[src/hdl/bb3_pkg.sv]
// Shared types and constants for the edge-aware 3x3 box blur.
// Used by the controller, the datapath and the top level.
`default_nettype none
package bb3_pkg;

   localparam int MAX_WIDTH = 1024;
   localparam int COL_W     = $clog2(MAX_WIDTH);
   localparam int OUT_COL_W = 10;
   localparam int ROW_W     = 16;
   localparam int FW_W      = 11;
   localparam int CH_W      = 8;
   localparam int PIX_W     = 3 * CH_W;
   localparam int LS_DEPTH  = 3 * MAX_WIDTH;
   localparam int LS_AW     = $clog2(LS_DEPTH);
   localparam int SUM_W     = 12;
   localparam int CNT_W     = 4;
   localparam int DIVD_W    = 13;
   localparam int DIVR_W    = 5;
   localparam int REM_W     = 6;
   localparam int DIV_STEPS = DIVD_W;
   localparam int DCNT_W    = 4;
   localparam int JOB_W     = 2;
   localparam int NUM_JOBS  = 4;
   localparam int CSR_AW    = 3;
   localparam int CSR_DW    = 32;
   localparam int RSP_DW    = 56;

   localparam logic [FW_W-1:0]  FW_RESET = FW_W'(1024);
   localparam logic [ROW_W-1:0] FH_RESET = ROW_W'(768);

   // Register indexes (paddr[2]).
   localparam logic REG_FRAME_WIDTH  = 1'b0;
   localparam logic REG_FRAME_HEIGHT = 1'b1;

   typedef struct packed {
      logic             accept;
      logic             start;
      logic             tap;
      logic             div_start;
      logic             div_step;
      logic             load_out;
      logic [JOB_W-1:0] job;
   } cmd_type;

   typedef struct packed {
      logic [NUM_JOBS-1:0] job_valid;
      logic                tap_last;
      logic                div_last;
   } status_type;

   typedef struct packed {
      logic              wr;
      logic              index;
      logic [CSR_DW-1:0] data;
   } csr_wr_type;

endpackage
`default_nettype wire

[src/hdl/bb3_ctrl.sv]
// Controller of the box blur: walks the up-to-four results of a request
// through neighbourhood read, division and output. Depends on bb3_pkg.
`default_nettype none
module bb3_ctrl (
   input  wire logic               clock,
   input  wire logic               reset,
   input  wire logic               req_tvalid,
   output logic                    req_tready,
   output logic                    rsp_tvalid,
   input  wire logic               rsp_tready,
   output bb3_pkg::cmd_type        cmd,
   input  wire bb3_pkg::status_type status
);
   import bb3_pkg::*;

   typedef enum logic [2:0] {
      ST_IDLE, ST_SCAN, ST_TAP, ST_DRAIN, ST_LOAD, ST_DIV, ST_EMIT
   } state_type;

   state_type        state_ff, state_in;
   logic [JOB_W-1:0] job_ff, job_in;
   logic             rsp_valid_ff, rsp_valid_in;
   logic             out_free;

   assign req_tready = (state_ff == ST_IDLE);
   assign rsp_tvalid = rsp_valid_ff;
   assign out_free   = !rsp_valid_ff || rsp_tready;

   always_comb begin
      state_in     = state_ff;
      job_in       = job_ff;
      rsp_valid_in = rsp_valid_ff && !rsp_tready;
      cmd          = '0;
      cmd.job      = job_ff;
      unique case (state_ff)
         ST_IDLE: begin
            if (req_tvalid) begin
               cmd.accept = 1'b1;
               job_in     = '0;
               state_in   = ST_SCAN;
            end
         end
         ST_SCAN: begin
            if (status.job_valid[job_ff]) begin
               cmd.start = 1'b1;
               state_in  = ST_TAP;
            end else if (job_ff == JOB_W'(NUM_JOBS - 1)) begin
               state_in = ST_IDLE;
            end else begin
               job_in = job_ff + JOB_W'(1);
            end
         end
         ST_TAP: begin
            cmd.tap = 1'b1;
            if (status.tap_last) begin
               state_in = ST_DRAIN;
            end
         end
         ST_DRAIN: state_in = ST_LOAD;
         ST_LOAD: begin
            cmd.div_start = 1'b1;
            state_in      = ST_DIV;
         end
         ST_DIV: begin
            cmd.div_step = 1'b1;
            if (status.div_last) begin
               state_in = ST_EMIT;
            end
         end
         ST_EMIT: begin
            if (out_free) begin
               cmd.load_out = 1'b1;
               rsp_valid_in = 1'b1;
               if (job_ff == JOB_W'(NUM_JOBS - 1)) begin
                  state_in = ST_IDLE;
               end else begin
                  job_in   = job_ff + JOB_W'(1);
                  state_in = ST_SCAN;
               end
            end
         end
         default: state_in = ST_IDLE;
      endcase
   end

   always_ff @(posedge clock) begin
      if (reset) begin
         state_ff     <= ST_IDLE;
         job_ff       <= '0;
         rsp_valid_ff <= 1'b0;
      end else begin
         state_ff     <= state_in;
         job_ff       <= job_in;
         rsp_valid_ff <= rsp_valid_in;
      end
   end

   a_no_overwrite: assert property (@(posedge clock) disable iff (reset)
      cmd.load_out |-> (!rsp_valid_ff || rsp_tready))
      else $error("result register overwritten while still pending");

   a_accept_scan: assert property (@(posedge clock) disable iff (reset)
      (req_tvalid && req_tready) |=> (state_ff == ST_SCAN && job_ff == '0))
      else $error("accepted request did not start the result scan");

   a_div_emit: assert property (@(posedge clock) disable iff (reset)
      (state_ff == ST_DIV && status.div_last) |=> (state_ff == ST_EMIT))
      else $error("division finished without moving to output");
endmodule
`default_nettype wire

[config.mk]
export PLATFORM = sky130hd
export DESIGN_NAME = bb3_ctrl
export DESIGN_NICKNAME = d
export VERILOG_FILES = /design/src/hdl/bb3_pkg.sv /design/src/hdl/bb3_ctrl.sv
export SDC_FILE = /design/constraint.sdc
export NUM_CORES = 1
export LEC_CHECK = 0
export BUFFER_PORTS_ARGS = -buffer_cell sky130_fd_sc_hd__buf_2
export CAP_MARGIN = 20
export CORE_AREA = 2 2 39 41
export DETAILED_ROUTE_END_ITERATION = 10
export DIE_AREA = 0 0 41 43
export PLACE_DENSITY = 0.58
export SETUP_SLACK_MARGIN = 0.15
export SLEW_MARGIN = 20
export SYNTH_ARGS = -nofsm -noshare
export SYNTH_HDL_FRONTEND = slang
export SYNTH_SLANG_ARGS = --single-unit
[constraint.sdc]
create_clock -name clock -period 2.2 [get_ports clock]
set_input_delay 0.22 -clock clock [delete_from_list [all_inputs] [get_ports clock]]
set_output_delay 0.22 -clock clock [all_outputs]
set_load 0.03 [all_outputs]
* After elaboration in Yosys (flattened, before gate mapping)
Cells that the tools add are included.
** Operators by class
- Eq/ne operators :: 13
- Order comparisons :: 1
- Bitwise operators :: 0
- Multiplexer cells :: 26
- Shifts and indexed selects :: 0
- Div/mod/pow operators :: 0
- Multipliers :: 0
- Reductions and logical operators :: 8
- Add/subtract/negate cells :: 1
** Operators with widths (number)
- 3-bit one-hot mux with 7 select lines :: 1
- 3-bit two-way mux :: 6
- 1-bit two-way mux :: 13
- 2-bit != test, second input constant :: 5
- 3-bit == test, second input constant :: 3
- 2-bit two-way mux :: 4
- 3-bit by 2-bit == test with 1-bit output, second input constant :: 2
- 2-bit one-hot mux with 3 select lines :: 1
- 5-bit AND reduction :: 1
- 4-bit AND reduction :: 1
- 3-bit by 1-bit == test with 1-bit output, second input constant :: 1
- 3-bit logical NOT :: 1
- 2-bit by 3-bit < comparator with 1-bit output, second input constant :: 1
- 3-bit != test, second input constant :: 1
- 3-bit nonzero test :: 1
- 2-bit by 1-bit adder with 2-bit output, second input constant :: 1
- 1-bit binary-select mux with 2-bit select :: 1
- 2-bit == test, second input constant :: 1
- 1-bit logical NOT :: 2
- 1-bit logical AND :: 1
- 1-bit logical OR :: 1
** Storage, ports and cells
- Output and inout port bits :: 10
- Bits in registers :: 6
- Bits in latches :: 0
- Bits in writable memories :: 0
- Memory bits (read-only) :: 0
- Memories :: 0

* Longest topological paths before layout
- Depth after elaboration :: 4
- Depth in mapped cells :: 5
- Gate-level depth less buffers :: 4

* Worst setup path before layout
Ideal clock, no wire load.
- Path kind :: register to register
- Start :: register job_ff[0]
- End :: register job_ff[0]
- Cell stages (with the launch flop) :: 5
- Required time :: 2079 ps
- Setup time :: 121 ps
- Data arrival time :: 1936 ps
- Slack :: 143 ps
- Path through :: dfxtp_1 mux4_2 and3_4 a221o_1 mux2_4
** Between the ends
- Longest elaborated chain between the ends :: 4
** RTL lines
- start: declaration :: RTL line bb3_ctrl.sv:21 : logic [JOB_W-1:0] job_ff, job_in;
- start signal: assignment :: RTL line bb3_ctrl.sv:93 : job_ff <= job_in;
- 2-bit by 1-bit adder with 2-bit output (tied with other cells) :: RTL line bb3_ctrl.sv:50, bb3_ctrl.sv:77
- 2-bit two-way mux / 1-bit two-way mux (equally long branches) :: RTL line bb3_ctrl.sv:47, bb3_ctrl.sv:74, bb3_ctrl.sv:44
- 2-bit two-way mux (tied with other cells) :: RTL line bb3_ctrl.sv:71 : if (out_free) begin
- 2-bit one-hot mux with 3 select lines / 4-bit AND reduction (equally long branches)
Several ways; a longest one is shown, not always the timed one. The select of a mux whose other input is x is not followed.
A chain may end at the register's enable or synchronous reset.

* Worst setup path in the final report
Ends and elaborated chain as after synthesis.

==> out/summary.txt <==
Outcome: completed
Layout cells sized above 1: 36.1%
Clk_lat worst skew: 240 ps
Pre-antenna DRT Iters: 3
Synthesis-to-layout area growth: 28.2%
First-pass GRT wire length: 1.61 mm
Register share of total power: 32.2%
Placer Congestion: 0.700
Vias in the first global route: 391
ANT cells: 0
Final nets: 85
Seq/Total Area, Yosys: 27.7%
Vias: 441
Most common cell after layout, fill and taps aside: buf_2
Mapped Nets: 65
# fillers: 151
Tcrit/Tclk final: 82.1%
Worst hold margin: 244 ps
Critical path startpoint category: flop
Syn avg cell area: 8.04 um^2
Worst R2R Start: job_ff[0]
Critical path type: reg -> reg
Critical path startpoint: job_ff[0]
Die area: 1760 um^2
PostCTS Resize Cnt: 0
Leakage power: 0.256 nW
Cell-internal power: 0.320 mW
Setup bufs post-CTS: 0
Clock-pin slew on the worst setup and hold paths: 40 ps
Starting Density: 31.4%
Hold Vio Cnt, Final: 0
Worst Path Arrival: 1920 ps
Total GRT Usage: 13.4%
WP buf/inv: 0
Internal reg-to-reg setup slack: 390 ps
I/O pin cnt: 20
Yosys warns: 0
Initial drt markers: 7
Design area: 557 um^2
Cell count after synthesis: 54
WP data required: 2320 ps
Remaining antenna violation count: 0
Hold Path Depth: 2
Antenna violations before repair: 0
Cell Area, Placed: 534 um^2
Top delay family on crit path: multiplexers
Slew Limit Fails: 0
Die extent in x: 41 um
Hold Crit Class: in -> reg
Final TNS setup: 0 ps
P per Cell Area: 1040 nW/um^2
Max Cap Viol: 0
Largest net degree at the start of global routing: 14
Hold Startpoint: reset
Most frequent cells in the layout: 19 x buf_2, 5 x dfxtp_1, 4 x nand2b_1, 4 x nor2_1, 4 x nand2_1
Cell Chain, Critical Path: mux4_2 -> and3_4 -> a221o_1 -> mux2_4
Std cell rows: 14
Worst slew pin tran: 391 ps
Slowest cell on crit path: mux4_2
Netlist cell types: 27
Dpl hpwl: 752 um
Clk pwr share: 16.6%
Buffers added on ports: 19
Max Freq: 553 MHz
Crit. End Element: flop
Post-synthesis register bit count: 6
Routed wire per std cell: 11.2 um
Reg-to-Reg End: job_ff[0]
GRT overflow: 0
Max Buffers Root-to-Sink: 2
Die height: 43 um
Post-Route WL: 989 um
H-tree depth: 1
Sink Count: 6
Worst-case reg-to-reg path depth: 4
Post-Synthesis Cell Area: 434 um^2
CTS root buf: clkbuf_4
Hold Path End: state_ff[2]
Comb pwr share: 51.2%
Max-slew headroom: 73.9%
Setup Skew: 6.35 ps
Crit. path cell count: 4
RSZ-0062 raised after global routing: no
CTS Hold Bufs: 0
Setup Viol. Count Final: 0
Max VDD drop: 441 uV
Min Tclk post-route: 1810 ps
CTS tree: built
Post-route DRC violation count: 0
Sw Share: 44.5%
Critical-path maximum fanout: 5
Clock buffer count from CTS: 3
Sw power: 0.257 mW
Vias per cell: 5.01
Worst path max stage delay: 520 ps
Core area: 1380 um^2
routing by layer:
layer	global-route usage, %	vias up	part of all wire, %
met5	0	-	0
met4	4.00	0	0
met3	6.28	0	8.4
met2	18.8	18	44
met1	17.9	193	48
li1	-	230	-
registers in the layout (all words and copies together) (netlist names):
name	flops
rsp_tvalid	1
state_ff	3
job_ff	2
synth_stat cells (all sizes together):
library cell  instances  area share [%]
nand3                 2             2.3
nor2b                 2             2.9
nor4                  1             1.4
mux4                  1             5.2
nor2                  4             3.5
mux2                  1             3.5
and3                  1             2.6
or3                   1             1.4
a221o                 1             2.3
a311o                 1             2.3
clkbuf                3             2.6
and2                  2             2.9
a21oi                 3             3.5
mux2i                 2             4.6
buf                   1             1.2
nor3                  2             2.3
dfxtp                 6              28
a211oi                1             1.7
ha                    1             2.9
nand2                 4             3.5
nand2b                4             5.8
nand3b                3             5.2
inv                   2             1.7
o21ai                 3             3.5
a311oi                1             2.0
nor3b                 1             1.7
how the worst max path moves through the flow:
stage | to | slack, ps
3_3_place_gp | job_ff[0] | 430
6_report | job_ff[0] | 390
5_1_grt | job_ff[0] | 330
2_1_floorplan | job_ff[0] | 280
3_5_place_dp | job_ff[0] | 400
4_1_cts | job_ff[0] | 390
power by group through the flow:
stage,registers (mW),clock network (mW),logic (mW)
finish,0.186,0.0959,0.296
global route,0.194,0.107,0.320
CTS,0.185,0.100,0.296
detailed placement,0.187,0,0.295
global placement,0.185,0,0.299
floorplan,0.164,0,0.251
kinds of logic (layout without fill, tap and decap cells):
group,Yosys count,after routing,share of synthesized area (%)
AO/OA/AOI/OAI,10,10,15.3
adder cells (fa/ha/maj),1,1,2.88
buffers and inverters,6,24,5.47
flip-flops,6,6,27.7
multiplexers,4,4,13.3
AND/OR/NAND/NOR,27,27,35.4
per-stage QoR:
step	std cells	worst slack (ps)	util (%)	power, mW
5_1_grt	88	333	40.2	0.621
3_5_place_dp	85	403	38.6	0.482
3_3_place_gp	85	427	38.6	0.484
4_1_cts	88	392	40.2	0.581
6_report	88	393	40.2	0.577
2_1_floorplan	54	279	-	0.415
cell type report:
type	count	area, um^2	area share (%)
Multi-Input combinational cell	42	290	52.1
Inverter	2	7.51	1.35
Tap cell	16	20.0	3.60
Timing Repair Buffer	19	95.1	17.1
Clock buffer	3	22.5	4.04
Sequential cell	6	121	21.8
No activity file was read; power rests on OpenSTA's default activity.
